## config.mk

```make
export PLATFORM = sky130hd
export DESIGN_NAME = f4_numerator_mean_flat
export DESIGN_NICKNAME = d
export VERILOG_FILES = /design/src/sv/f4nm_pkg.sv /design/src/sv/f4nm_if.sv /design/src/sv/f4_numerator_mean.sv /design/src/sv/f4nm_front.sv /design/src/sv/f4nm_fifo.sv /design/src/sv/f4nm_back.sv /design/src/sv/f4nm_div.sv /design/src/flat_wrapper.sv
export SDC_FILE = /design/constraint.sdc
export NUM_CORES = 2
export LEC_CHECK = 0
export ABC_CLOCK_PERIOD_IN_PS = 7800
export BUFFER_PORTS_ARGS = -buffer_cell sky130_fd_sc_hd__buf_2
export CAP_MARGIN = 20
export CORE_MARGIN = 10
export CORE_UTILIZATION = 35
export DETAILED_ROUTE_END_ITERATION = 12
export SLEW_MARGIN = 10
export SYNTH_ARGS = -nofsm -noshare
export SYNTH_HDL_FRONTEND = slang
export SYNTH_SLANG_ARGS = --single-unit
```

## constraint.sdc

```tcl
create_clock -name clk -period 7.8 [get_ports clk]
set_clock_uncertainty 0.05 [all_clocks]
set_input_delay 0.78 -clock clk [delete_from_list [all_inputs] [get_ports clk]]
set_output_delay 0.78 -clock clk [all_outputs]
set_load 0.02 [all_outputs]
```

## src/sv/f4nm_pkg.sv

```systemverilog
// Shared types and constants for the f4 numerator mean block.
package f4nm_pkg;

  localparam int FRAC_BITS = 16;
  localparam int FREQ_W    = FRAC_BITS + 1;
  localparam int DIFF_W    = FREQ_W + 1;
  localparam int PROD_W    = 2 * DIFF_W;
  localparam int SUM_W     = 51;
  localparam int CNT_W     = 17;
  localparam int MEAN_W    = 18;
  localparam int MAX_SNPS  = 65536;

  // Dividend of the row mean is |sum| >> FRAC_BITS; |sum| stays below 2^49.
  localparam int NUM_W     = 33;
  localparam int STEP_W    = 6;

  localparam int QDEPTH    = 4;
  localparam int QPTR_W    = 2;
  localparam int QCNT_W    = 3;

  localparam int CFG_IDX_W = 2;
  localparam int CFG_W     = 17;

  localparam logic [FREQ_W-1:0] ONE_Q = FREQ_W'(1) << FRAC_BITS;
  localparam logic [CNT_W-1:0]  CNT_MAX = CNT_W'(MAX_SNPS);

  // Register indexes
  localparam logic [CFG_IDX_W-1:0] CFG_POLY_MODE = 2'd0;
  localparam logic [CFG_IDX_W-1:0] CFG_ALL_SNPS  = 2'd1;
  localparam logic [CFG_IDX_W-1:0] CFG_POLY_LOW  = 2'd2;
  localparam logic [CFG_IDX_W-1:0] CFG_POLY_HIGH = 2'd3;

  // Polymorphism filter modes
  localparam logic [1:0] MODE_OFF     = 2'd0;
  localparam logic [1:0] MODE_KEEP_IN = 2'd2;

  typedef struct packed {
    logic signed [DIFF_W-1:0] diff_ab;
    logic signed [DIFF_W-1:0] diff_cd;
    logic                     take;
    logic                     last;
  } q_entry_t;

  typedef struct packed {
    logic                    start;
    logic signed [SUM_W-1:0] sum;
    logic [CNT_W-1:0]        count;
  } div_req_t;

endpackage

```

## src/sv/f4nm_if.sv

```systemverilog
// Item channels: SNP input and row result output.
interface f4nm_in_if;
  logic                           valid;
  logic                           ready;
  logic [f4nm_pkg::FREQ_W-1:0]    freq_a;
  logic [f4nm_pkg::FREQ_W-1:0]    freq_b;
  logic [f4nm_pkg::FREQ_W-1:0]    freq_c;
  logic [f4nm_pkg::FREQ_W-1:0]    freq_d;
  logic [3:0]                     missing_mask;
  logic                           snp_used;
  logic                           row_last;

  modport source (output valid, freq_a, freq_b, freq_c, freq_d, missing_mask,
                  snp_used, row_last, input ready);
  modport sink (input valid, freq_a, freq_b, freq_c, freq_d, missing_mask,
                snp_used, row_last, output ready);
endinterface

interface f4nm_out_if;
  logic                               valid;
  logic                               ready;
  logic signed [f4nm_pkg::MEAN_W-1:0] mean_value;
  logic [f4nm_pkg::CNT_W-1:0]         snp_count;
  logic                               mean_defined;

  modport source (output valid, mean_value, snp_count, mean_defined, input ready);
  modport sink (input valid, mean_value, snp_count, mean_defined, output ready);
endinterface

```

## src/sv/f4_numerator_mean.sv

```systemverilog
// A row-closing item passes the queue and the product stage; its result is valid once
// the 33-step divider has run, and an empty row skips the divide; the divider starts once per row end.
// Throughput: one SNP per cycle while the queue is not full; the divider takes a new row
// close only while idle, so a row-closing item that comes while it is busy waits.
// A four-entry queue lets input be taken while the accumulator or output stalls.
// Reset (synchronous, active high) clears queue, accumulator, count and divider.
module f4_numerator_mean (
  input  logic                           clk,
  input  logic                           rst,
  input  logic                           cfg_we,
  input  logic [f4nm_pkg::CFG_IDX_W-1:0] cfg_index,
  input  logic [f4nm_pkg::CFG_W-1:0]     cfg_data,
  f4nm_in_if.sink                        in_item,
  f4nm_out_if.source                     out_item
);
  import f4nm_pkg::*;

  logic     q_full;
  logic     push;
  q_entry_t push_data;
  logic     pop;
  logic     q_valid;
  q_entry_t pop_data;
  logic     div_idle;
  div_req_t div_req;

  f4nm_front u_front (
    .clk       (clk),
    .rst       (rst),
    .cfg_we    (cfg_we),
    .cfg_index (cfg_index),
    .cfg_data  (cfg_data),
    .in_item   (in_item),
    .q_full    (q_full),
    .push      (push),
    .push_data (push_data)
  );

  f4nm_fifo u_fifo (
    .clk       (clk),
    .rst       (rst),
    .push      (push),
    .push_data (push_data),
    .full      (q_full),
    .pop       (pop),
    .q_valid   (q_valid),
    .pop_data  (pop_data)
  );

  f4nm_back u_back (
    .clk      (clk),
    .rst      (rst),
    .q_valid  (q_valid),
    .q_data   (pop_data),
    .pop      (pop),
    .div_idle (div_idle),
    .div_req  (div_req)
  );

  f4nm_div u_div (
    .clk      (clk),
    .rst      (rst),
    .div_req  (div_req),
    .div_idle (div_idle),
    .out_item (out_item)
  );

endmodule

```

## src/sv/f4nm_front.sv

```systemverilog
// Front end: configuration registers, input accept and SNP classification.
module f4nm_front (
  input  logic                              clk,
  input  logic                              rst,
  input  logic                              cfg_we,
  input  logic [f4nm_pkg::CFG_IDX_W-1:0]    cfg_index,
  input  logic [f4nm_pkg::CFG_W-1:0]        cfg_data,
  f4nm_in_if.sink                           in_item,
  input  logic                              q_full,
  output logic                              push,
  output f4nm_pkg::q_entry_t                push_data
);
  import f4nm_pkg::*;

  logic [1:0]        poly_mode;
  logic              all_snps;
  logic [FREQ_W-1:0] poly_low;
  logic [FREQ_W-1:0] poly_high;

  logic [FREQ_W-1:0] sat_a, sat_b, sat_c, sat_d;
  logic              all_equal;
  logic              in_bounds;
  logic              poly_drop;
  logic              take;

  always_ff @(posedge clk) begin
    if (rst) begin
      poly_mode <= MODE_OFF;
      all_snps  <= 1'b1;
      poly_low  <= FREQ_W'(7);
      poly_high <= FREQ_W'(65529);
    end else if (cfg_we) begin
      case (cfg_index)
        CFG_POLY_MODE: poly_mode <= cfg_data[1:0];
        CFG_ALL_SNPS:  all_snps  <= cfg_data[0];
        CFG_POLY_LOW:  poly_low  <= cfg_data[FREQ_W-1:0];
        CFG_POLY_HIGH: poly_high <= cfg_data[FREQ_W-1:0];
        default: ;
      endcase
    end
  end

  function automatic logic [FREQ_W-1:0] sat(input logic [FREQ_W-1:0] v);
    return (v > ONE_Q) ? ONE_Q : v;
  endfunction

  always_comb begin
    sat_a     = sat(in_item.freq_a);
    sat_b     = sat(in_item.freq_b);
    sat_c     = sat(in_item.freq_c);
    sat_d     = sat(in_item.freq_d);
    all_equal = (sat_a == sat_b) && (sat_a == sat_c) && (sat_a == sat_d);
    in_bounds = (sat_a >= poly_low) && (sat_a <= poly_high);
    // with all_snps set and the mode not off, monomorphic SNPs drop unless mode 2 keeps them inside the bounds
    poly_drop = all_snps && (poly_mode != MODE_OFF) && all_equal &&
                !((poly_mode == MODE_KEEP_IN) && in_bounds);
    take      = (all_snps || in_item.snp_used) && (in_item.missing_mask == 4'd0) &&
                !poly_drop;
  end

  assign in_item.ready = !q_full;
  assign push          = in_item.valid && !q_full;

  assign push_data.diff_ab = $signed({1'b0, sat_a}) - $signed({1'b0, sat_b});
  assign push_data.diff_cd = $signed({1'b0, sat_c}) - $signed({1'b0, sat_d});
  assign push_data.take    = take;
  assign push_data.last    = in_item.row_last;

endmodule

```

## src/sv/f4nm_fifo.sv

```systemverilog
// Short queue between the classifier and the accumulate path.
module f4nm_fifo (
  input  logic               clk,
  input  logic               rst,
  input  logic               push,
  input  f4nm_pkg::q_entry_t push_data,
  output logic               full,
  input  logic               pop,
  output logic               q_valid,
  output f4nm_pkg::q_entry_t pop_data
);
  import f4nm_pkg::*;

  q_entry_t          entries [QDEPTH];
  logic [QPTR_W-1:0] wptr;
  logic [QPTR_W-1:0] rptr;
  logic [QCNT_W-1:0] fill;

  always_ff @(posedge clk) begin
    if (push) begin
      entries[wptr] <= push_data;
    end
  end

  always_ff @(posedge clk) begin
    if (rst) begin
      wptr <= '0;
      rptr <= '0;
      fill <= '0;
    end else begin
      if (push) wptr <= wptr + 1'b1;
      if (pop)  rptr <= rptr + 1'b1;
      case ({push, pop})
        2'b10:   fill <= fill + 1'b1;
        2'b01:   fill <= fill - 1'b1;
        default: fill <= fill;
      endcase
    end
  end

  assign full     = (fill == QCNT_W'(QDEPTH));
  assign q_valid  = (fill != '0);
  assign pop_data = entries[rptr];

`ifndef SYNTHESIS
  a_no_overflow: assert property (@(posedge clk) disable iff (rst)
    full |-> !push) else $error("queue written while full");
  a_no_underflow: assert property (@(posedge clk) disable iff (rst)
    pop |-> q_valid) else $error("queue read while empty");
`endif

endmodule

```

## src/sv/f4nm_back.sv

```systemverilog
// Back end: product stage and row accumulator.
module f4nm_back (
  input  logic               clk,
  input  logic               rst,
  input  logic               q_valid,
  input  f4nm_pkg::q_entry_t q_data,
  output logic               pop,
  input  logic               div_idle,
  output f4nm_pkg::div_req_t div_req
);
  import f4nm_pkg::*;

  logic                     s1_valid;
  logic signed [PROD_W-1:0] s1_prod;
  logic                     s1_take;
  logic                     s1_last;
  logic                     s1_fire;
  logic                     s1_open;

  logic signed [SUM_W-1:0]  product_sum;
  logic [CNT_W-1:0]         valid_count;
  logic signed [SUM_W-1:0]  sum_next;
  logic [CNT_W-1:0]         count_next;
  logic                     add_now;

  // a row-closing item waits until the divider is free
  assign s1_fire = s1_valid && (!s1_last || div_idle);
  assign s1_open = !s1_valid || s1_fire;
  assign pop     = q_valid && s1_open;

  always_ff @(posedge clk) begin
    if (rst) begin
      s1_valid <= 1'b0;
    end else if (s1_open) begin
      s1_valid <= q_valid;
    end
  end

  always_ff @(posedge clk) begin
    if (pop) begin
      s1_prod <= q_data.diff_ab * q_data.diff_cd;
      s1_take <= q_data.take;
      s1_last <= q_data.last;
    end
  end

  always_comb begin
    add_now    = s1_take && (valid_count < CNT_MAX);
    sum_next   = product_sum;
    count_next = valid_count;
    if (add_now) begin
      sum_next   = product_sum + {{(SUM_W-PROD_W){s1_prod[PROD_W-1]}}, s1_prod};
      count_next = valid_count + 1'b1;
    end
  end

  always_ff @(posedge clk) begin
    if (rst) begin
      product_sum <= '0;
      valid_count <= '0;
    end else if (s1_fire) begin
      if (s1_last) begin
        product_sum <= '0;
        valid_count <= '0;
      end else begin
        product_sum <= sum_next;
        valid_count <= count_next;
      end
    end
  end

  assign div_req.start = s1_fire && s1_last;
  assign div_req.sum   = sum_next;
  assign div_req.count = count_next;

endmodule

```

## src/sv/f4nm_div.sv

```systemverilog
// Row mean divider, one quotient bit per cycle, with the result register.
module f4nm_div (
  input  logic               clk,
  input  logic               rst,
  input  f4nm_pkg::div_req_t div_req,
  output logic               div_idle,
  f4nm_out_if.source         out_item
);
  import f4nm_pkg::*;

  localparam logic [1:0] S_IDLE = 2'd0;
  localparam logic [1:0] S_ABS  = 2'd1;
  localparam logic [1:0] S_RUN  = 2'd2;
  localparam logic [1:0] S_DONE = 2'd3;
  localparam logic [STEP_W-1:0] LAST_STEP = STEP_W'(NUM_W - 1);

  logic [1:0]              state;
  logic signed [SUM_W-1:0] sum_raw;
  logic [SUM_W-1:0]        sum_mag;
  logic [CNT_W-1:0]        divisor;
  logic                    neg;
  logic [NUM_W-1:0]        num;
  logic [CNT_W-1:0]        rem;
  logic [STEP_W-1:0]       step;
  logic [CNT_W:0]          trial;
  logic                    fits;
  logic [MEAN_W-1:0]       quot;

  assign sum_mag = sum_raw[SUM_W-1] ? SUM_W'(-sum_raw) : SUM_W'(sum_raw);
  assign trial   = {rem, num[NUM_W-1]};
  assign fits    = (trial >= {1'b0, divisor});

  always_ff @(posedge clk) begin
    if (rst) begin
      state <= S_IDLE;
    end else begin
      case (state)
        S_IDLE: if (div_req.start) state <= (div_req.count == '0) ? S_DONE : S_ABS;
        S_ABS:  state <= S_RUN;
        S_RUN:  if (step == LAST_STEP) state <= S_DONE;
        S_DONE: if (out_item.ready) state <= S_IDLE;
        default: state <= S_IDLE;
      endcase
    end
  end

  always_ff @(posedge clk) begin
    case (state)
      S_IDLE: begin
        if (div_req.start) begin
          sum_raw <= div_req.sum;
          divisor <= div_req.count;
          neg     <= 1'b0;
          num     <= '0;
        end
      end
      S_ABS: begin
        // drop the fraction bits first: floor(floor(x / 2^16) / n) = floor(x / (n 2^16))
        neg  <= sum_raw[SUM_W-1];
        num  <= sum_mag[FRAC_BITS +: NUM_W];
        rem  <= '0;
        step <= '0;
      end
      S_RUN: begin
        rem  <= fits ? CNT_W'(trial - {1'b0, divisor}) : trial[CNT_W-1:0];
        num  <= {num[NUM_W-2:0], fits};
        step <= step + 1'b1;
      end
      default: ;
    endcase
  end

  assign quot = {{(MEAN_W-CNT_W){1'b0}}, num[CNT_W-1:0]};

  assign div_idle              = (state == S_IDLE);
  assign out_item.valid        = (state == S_DONE);
  assign out_item.mean_value   = neg ? $signed(-quot) : $signed(quot);
  assign out_item.snp_count    = divisor;
  assign out_item.mean_defined = (divisor != '0);

`ifndef SYNTHESIS
  a_start_idle: assert property (@(posedge clk) disable iff (rst)
    div_req.start |-> state == S_IDLE) else $error("divider started while busy");
  a_run_ends: assert property (@(posedge clk) disable iff (rst)
    (state == S_RUN && step == LAST_STEP) |=> state == S_DONE)
    else $error("divider did not finish");
  a_empty_row: assert property (@(posedge clk) disable iff (rst)
    (out_item.valid && !out_item.mean_defined) |->
      (out_item.mean_value == '0 && out_item.snp_count == '0))
    else $error("empty row result not zero");
`endif

endmodule
```

## src/flat_wrapper.sv

```systemverilog
// flat-port wrapper written by rule: the top's interface ports become plain ports
module f4_numerator_mean_flat import f4nm_pkg::*;
  (clk, rst, cfg_we, cfg_index, cfg_data, in_item_valid, in_item_freq_a, in_item_freq_b, in_item_freq_c, in_item_freq_d, in_item_missing_mask, in_item_snp_used, in_item_row_last, in_item_ready, out_item_valid, out_item_mean_value, out_item_snp_count, out_item_mean_defined, out_item_ready);
  f4nm_in_if in_item_i ();
  f4nm_out_if out_item_i ();
  input  logic clk;
  input  logic rst;
  input  logic cfg_we;
  input  logic [f4nm_pkg::CFG_IDX_W-1:0] cfg_index;
  input  logic [f4nm_pkg::CFG_W-1:0] cfg_data;
  input wire logic [$bits(in_item_i.valid)-1:0] in_item_valid;
  input wire logic [$bits(in_item_i.freq_a)-1:0] in_item_freq_a;
  input wire logic [$bits(in_item_i.freq_b)-1:0] in_item_freq_b;
  input wire logic [$bits(in_item_i.freq_c)-1:0] in_item_freq_c;
  input wire logic [$bits(in_item_i.freq_d)-1:0] in_item_freq_d;
  input wire logic [$bits(in_item_i.missing_mask)-1:0] in_item_missing_mask;
  input wire logic [$bits(in_item_i.snp_used)-1:0] in_item_snp_used;
  input wire logic [$bits(in_item_i.row_last)-1:0] in_item_row_last;
  output wire logic [$bits(in_item_i.ready)-1:0] in_item_ready;
  output wire logic [$bits(out_item_i.valid)-1:0] out_item_valid;
  output wire logic [$bits(out_item_i.mean_value)-1:0] out_item_mean_value;
  output wire logic [$bits(out_item_i.snp_count)-1:0] out_item_snp_count;
  output wire logic [$bits(out_item_i.mean_defined)-1:0] out_item_mean_defined;
  input wire logic [$bits(out_item_i.ready)-1:0] out_item_ready;
  assign in_item_i.valid = in_item_valid;
  assign in_item_i.freq_a = in_item_freq_a;
  assign in_item_i.freq_b = in_item_freq_b;
  assign in_item_i.freq_c = in_item_freq_c;
  assign in_item_i.freq_d = in_item_freq_d;
  assign in_item_i.missing_mask = in_item_missing_mask;
  assign in_item_i.snp_used = in_item_snp_used;
  assign in_item_i.row_last = in_item_row_last;
  assign in_item_ready = in_item_i.ready;
  assign out_item_valid = out_item_i.valid;
  assign out_item_mean_value = out_item_i.mean_value;
  assign out_item_snp_count = out_item_i.snp_count;
  assign out_item_mean_defined = out_item_i.mean_defined;
  assign out_item_i.ready = out_item_ready;
  f4_numerator_mean u_core (.clk(clk), .rst(rst), .cfg_we(cfg_we), .cfg_index(cfg_index), .cfg_data(cfg_data), .in_item(in_item_i), .out_item(out_item_i));
endmodule
```

==> flow_metrics.env <==
export IMPL_synth_fp_nets=4454
export IMPL_core_mm2=0.102
export IMPL_first_pass_iters=5
export IMPL_area_delta_synth_final_pct=12.1
export IMPL_synth_area_top_cells="edfxtp_1 (26%), fa_1 (18%), ha_1 (8.3%), dfxtp_1 (6.5%), inv_1 (5.5%)"
export IMPL_criticalPathCategory="flop to flop"
export IMPL_synth_warning_count=0
export IMPL_min_path_type="primary input to flop"
export IMPL_netlist_top_cells_count="inv_1 (529), nand2_1 (498), fa_1 (334)"
export IMPL_die_h_um=342
export IMPL_hold_viol=0
export IMPL_synth_area_mm2=0.0362
export IMPL_start_kind="flop"
export IMPL_dieArea_mm2=0.117
export IMPL_nFillCells=10000
export IMPL_grt_max_degree=68
export IMPL_hold_buffers=0
export IMPL_cts_tree="built"
export IMPL_num_nets_final=4598
export IMPL_timing_fmax_mhz=133
export IMPL_grt_setup_unrepaired="no"
export IMPL_ys_async_sr_fraction_pct=0
export IMPL_io_pin_count=136
export IMPL_grt_pass1_wl_um=148000
export IMPL_synth_distinct_cells=75
export IMPL_drtAntennaViolNets=0
export IMPL_diodes=0
export IMPL_multi_input_area_mm2=0.0220
export IMPL_first_global_vias=27400
export IMPL_place_congestion=0.947
export IMPL_viasPerCell=5.03
export IMPL_routed_via_count=26800
export IMPL_period_minus_slack_ns=7.54
export IMPL_post_route_drc_count=0
export IMPL_synth_most_common_cell="inv_1"
export IMPL_synth_top_cell_by_area="edfxtp_1"
export IMPL_maxCapViolCount=0
export IMPL_synth_cells=3781
export IMPL_synth_seq_cells=431
export IMPL_start_util_pct=35.4
export IMPL_numCtsBuffers=49
export IMPL_path_max_fanout=12
export IMPL_drt_iter0_markers=1642
export IMPL_max_slew_margin_pct=27.0
export IMPL_wire_per_inst_um=17.0
export IMPL_antenna_found_initial=1
export IMPL_cts_max_level=2
export IMPL_path_clk_slew_ns=0.07
export IMPL_hold_ws_ns=0.351
export IMPL_required_ns=8.11
export IMPL_clock_sinks=431
export IMPL_seqCellArea_mm2=0.0118
export IMPL_run_status="complete, no violations"
export IMPL_grt_total_usage_pct=15.5
export IMPL_dp_hpwl_um=71900
export IMPL_slew_violations=0
export IMPL_synth_seq_area_share_pct=32.5
export IMPL_wl_um=90700
export IMPL_grt_remaining_overflow=0
export IMPL_die_width_um=342
export IMPL_root_buffer="clkbuf_16"
export IMPL_setup_tns_ns=0
export IMPL_io_buffers=135
export IMPL_synthFlopType="edfxtp_1"
export IMPL_rows=117
export IMPL_worstPathArrival_ns=7.84
export IMPL_finalSetupViolations=0
export IMPL_drive_gt1_share_pct=9.43
export IMPL_clock_path_buffers=3
export IMPL_synth_edf_count=314
export IMPL_yosysTopAreaCellShare_pct=26.0
export IMPL_fin_crit_sh_pct=96.7
export IMPL_cp_end_kind="flop"
export IMPL_worstSkewPairLatency_ns=0.62
export IMPL_tightest_slew_ns=1.10
export IMPL_synth_area_per_cell_um2=9.58
[repair_timing]
item	4_1_cts	5_1_grt
resized for setup	0	8
endpoints found under the setup margin	0	6
buffers inserted	0	3
[cells by family (layout without fill, tap and decap cells)]
family / Yosys count / after routing / share of synthesized area, %
buffers and inverters: 657 / 840 / 6.82
adder cells (fa/ha/maj): 575 / 575 / 26.8
multiplexers: 90 / 90 / 2.87
XOR/XNOR: 190 / 190 / 4.59
flip-flops: 431 / 431 / 32.5
AND/OR/NAND/NOR: 1192 / 1192 / 15.1
AO/OA/AOI/OAI: 646 / 646 / 11.4
[through the flow]
step                worst slack [ns]  util, %  cell area [um^2]  std cells
floorplan                     0.0373        -             36200       3781
finish                         0.261     39.7             40600       5332
detailed placement             0.195     38.0             38800       5239
global placement               0.253     38.0             38800       5239
CTS                            0.211     39.6             40500       5329
global route                  0.0140     39.7             40600       5332
[cell type report]
type                            count  area share, %
Inverter                          530           4.90
Timing Repair Buffer              220           3.41
Clock inverter                     31          0.971
Clock buffer                       59           3.21
Tap cell                         1368           4.22
Multi-Input combinational cell   2693           54.3
Sequential cell                   431           29.0
[routing by layer]
metal	routed length [um]	vias to the layer above	GRT usage, %	part of all wire (%)
met2	41400	729	25.3	46
met5	0	-	0	0
met3	5400	172	2.96	5.9
met1	40900	12900	20.5	45
li1	-	13000	-	-
met4	3010	0	5.20	3.3
[worst max-delay path, stage by stage (launching register included)]
cell and delay [ns]:
dfxtp_4 0.48, buf_4 0.15, mux2_2 0.33, o21ai_0 0.73
nor2_1 0.15, fa_1 0.52, fa_1 0.52, fa_1 0.56
fa_1 0.53, fa_1 0.54, inv_1 0.05, fa_1 0.53
inv_1 0.04, ha_1 0.34, nor2b_1 0.20, or3_1 0.32
o221a_2 0.26, o21a_1 0.25, a31o_2 0.25, a211o_1 0.30
xor2_1 0.14
[registers in the layout, indices dropped and copies added (netlist names), 2 cells and up, named ones only]
name,flops
u_core.u_div.sum_raw,50
u_core.u_front.poly_low,17
u_core.u_fifo.entries,152
u_core.u_back.s1_prod,36
u_core.u_fifo.wptr,2
u_core.u_front.poly_high,17
u_core.u_div.out_item.snp_count,17
u_core.u_div.step,6
u_core.u_fifo.rptr,2
u_core.u_front.poly_mode,2
u_core.u_div.rem,17
u_core.u_back.product_sum,51
u_core.u_div.state,2
u_core.u_back.valid_count,17
u_core.u_div.num,33
u_core.u_fifo.fill,3
[path summary, 6_finish.rpt]
path                               startpoint                          end  slack, ns  depth (start not counted)
hold reg to reg   u_core.u_front.poly_low[14]  u_core.u_front.poly_low[14]       0.40                          2
hold / removal                    cfg_data[6]  u_core.u_front.poly_high[6]       0.35                          3
setup reg to reg                         flop    u_core.u_back.s1_prod[34]       0.26                         20
setup / recovery                         flop    u_core.u_back.s1_prod[34]       0.26                         20
[layout by cell type (no fill, tap or decap), drive strengths merged, types with 52 or more instances in the layout]
| cell type | Yosys | routed |
|---|---|---|
| ha | 241 | 241 |
| xor2 | 76 | 76 |
| fa | 334 | 334 |
| edfxtp | 314 | 314 |
| o21ai | 210 | 210 |
| dfxtp | 117 | 117 |
| and2 | 62 | 62 |
| inv | 529 | 534 |
| nand2 | 498 | 498 |
| buf | 15 | 220 |
| mux2i | 52 | 52 |
| nor2b | 60 | 60 |
| xnor2 | 114 | 114 |
| a21oi | 117 | 117 |
| nor2 | 311 | 311 |
| clkbuf | 112 | 59 |
Power is not shown: default switching activity piles up to over one toggle a cycle in this logic, so the estimate is an artifact.
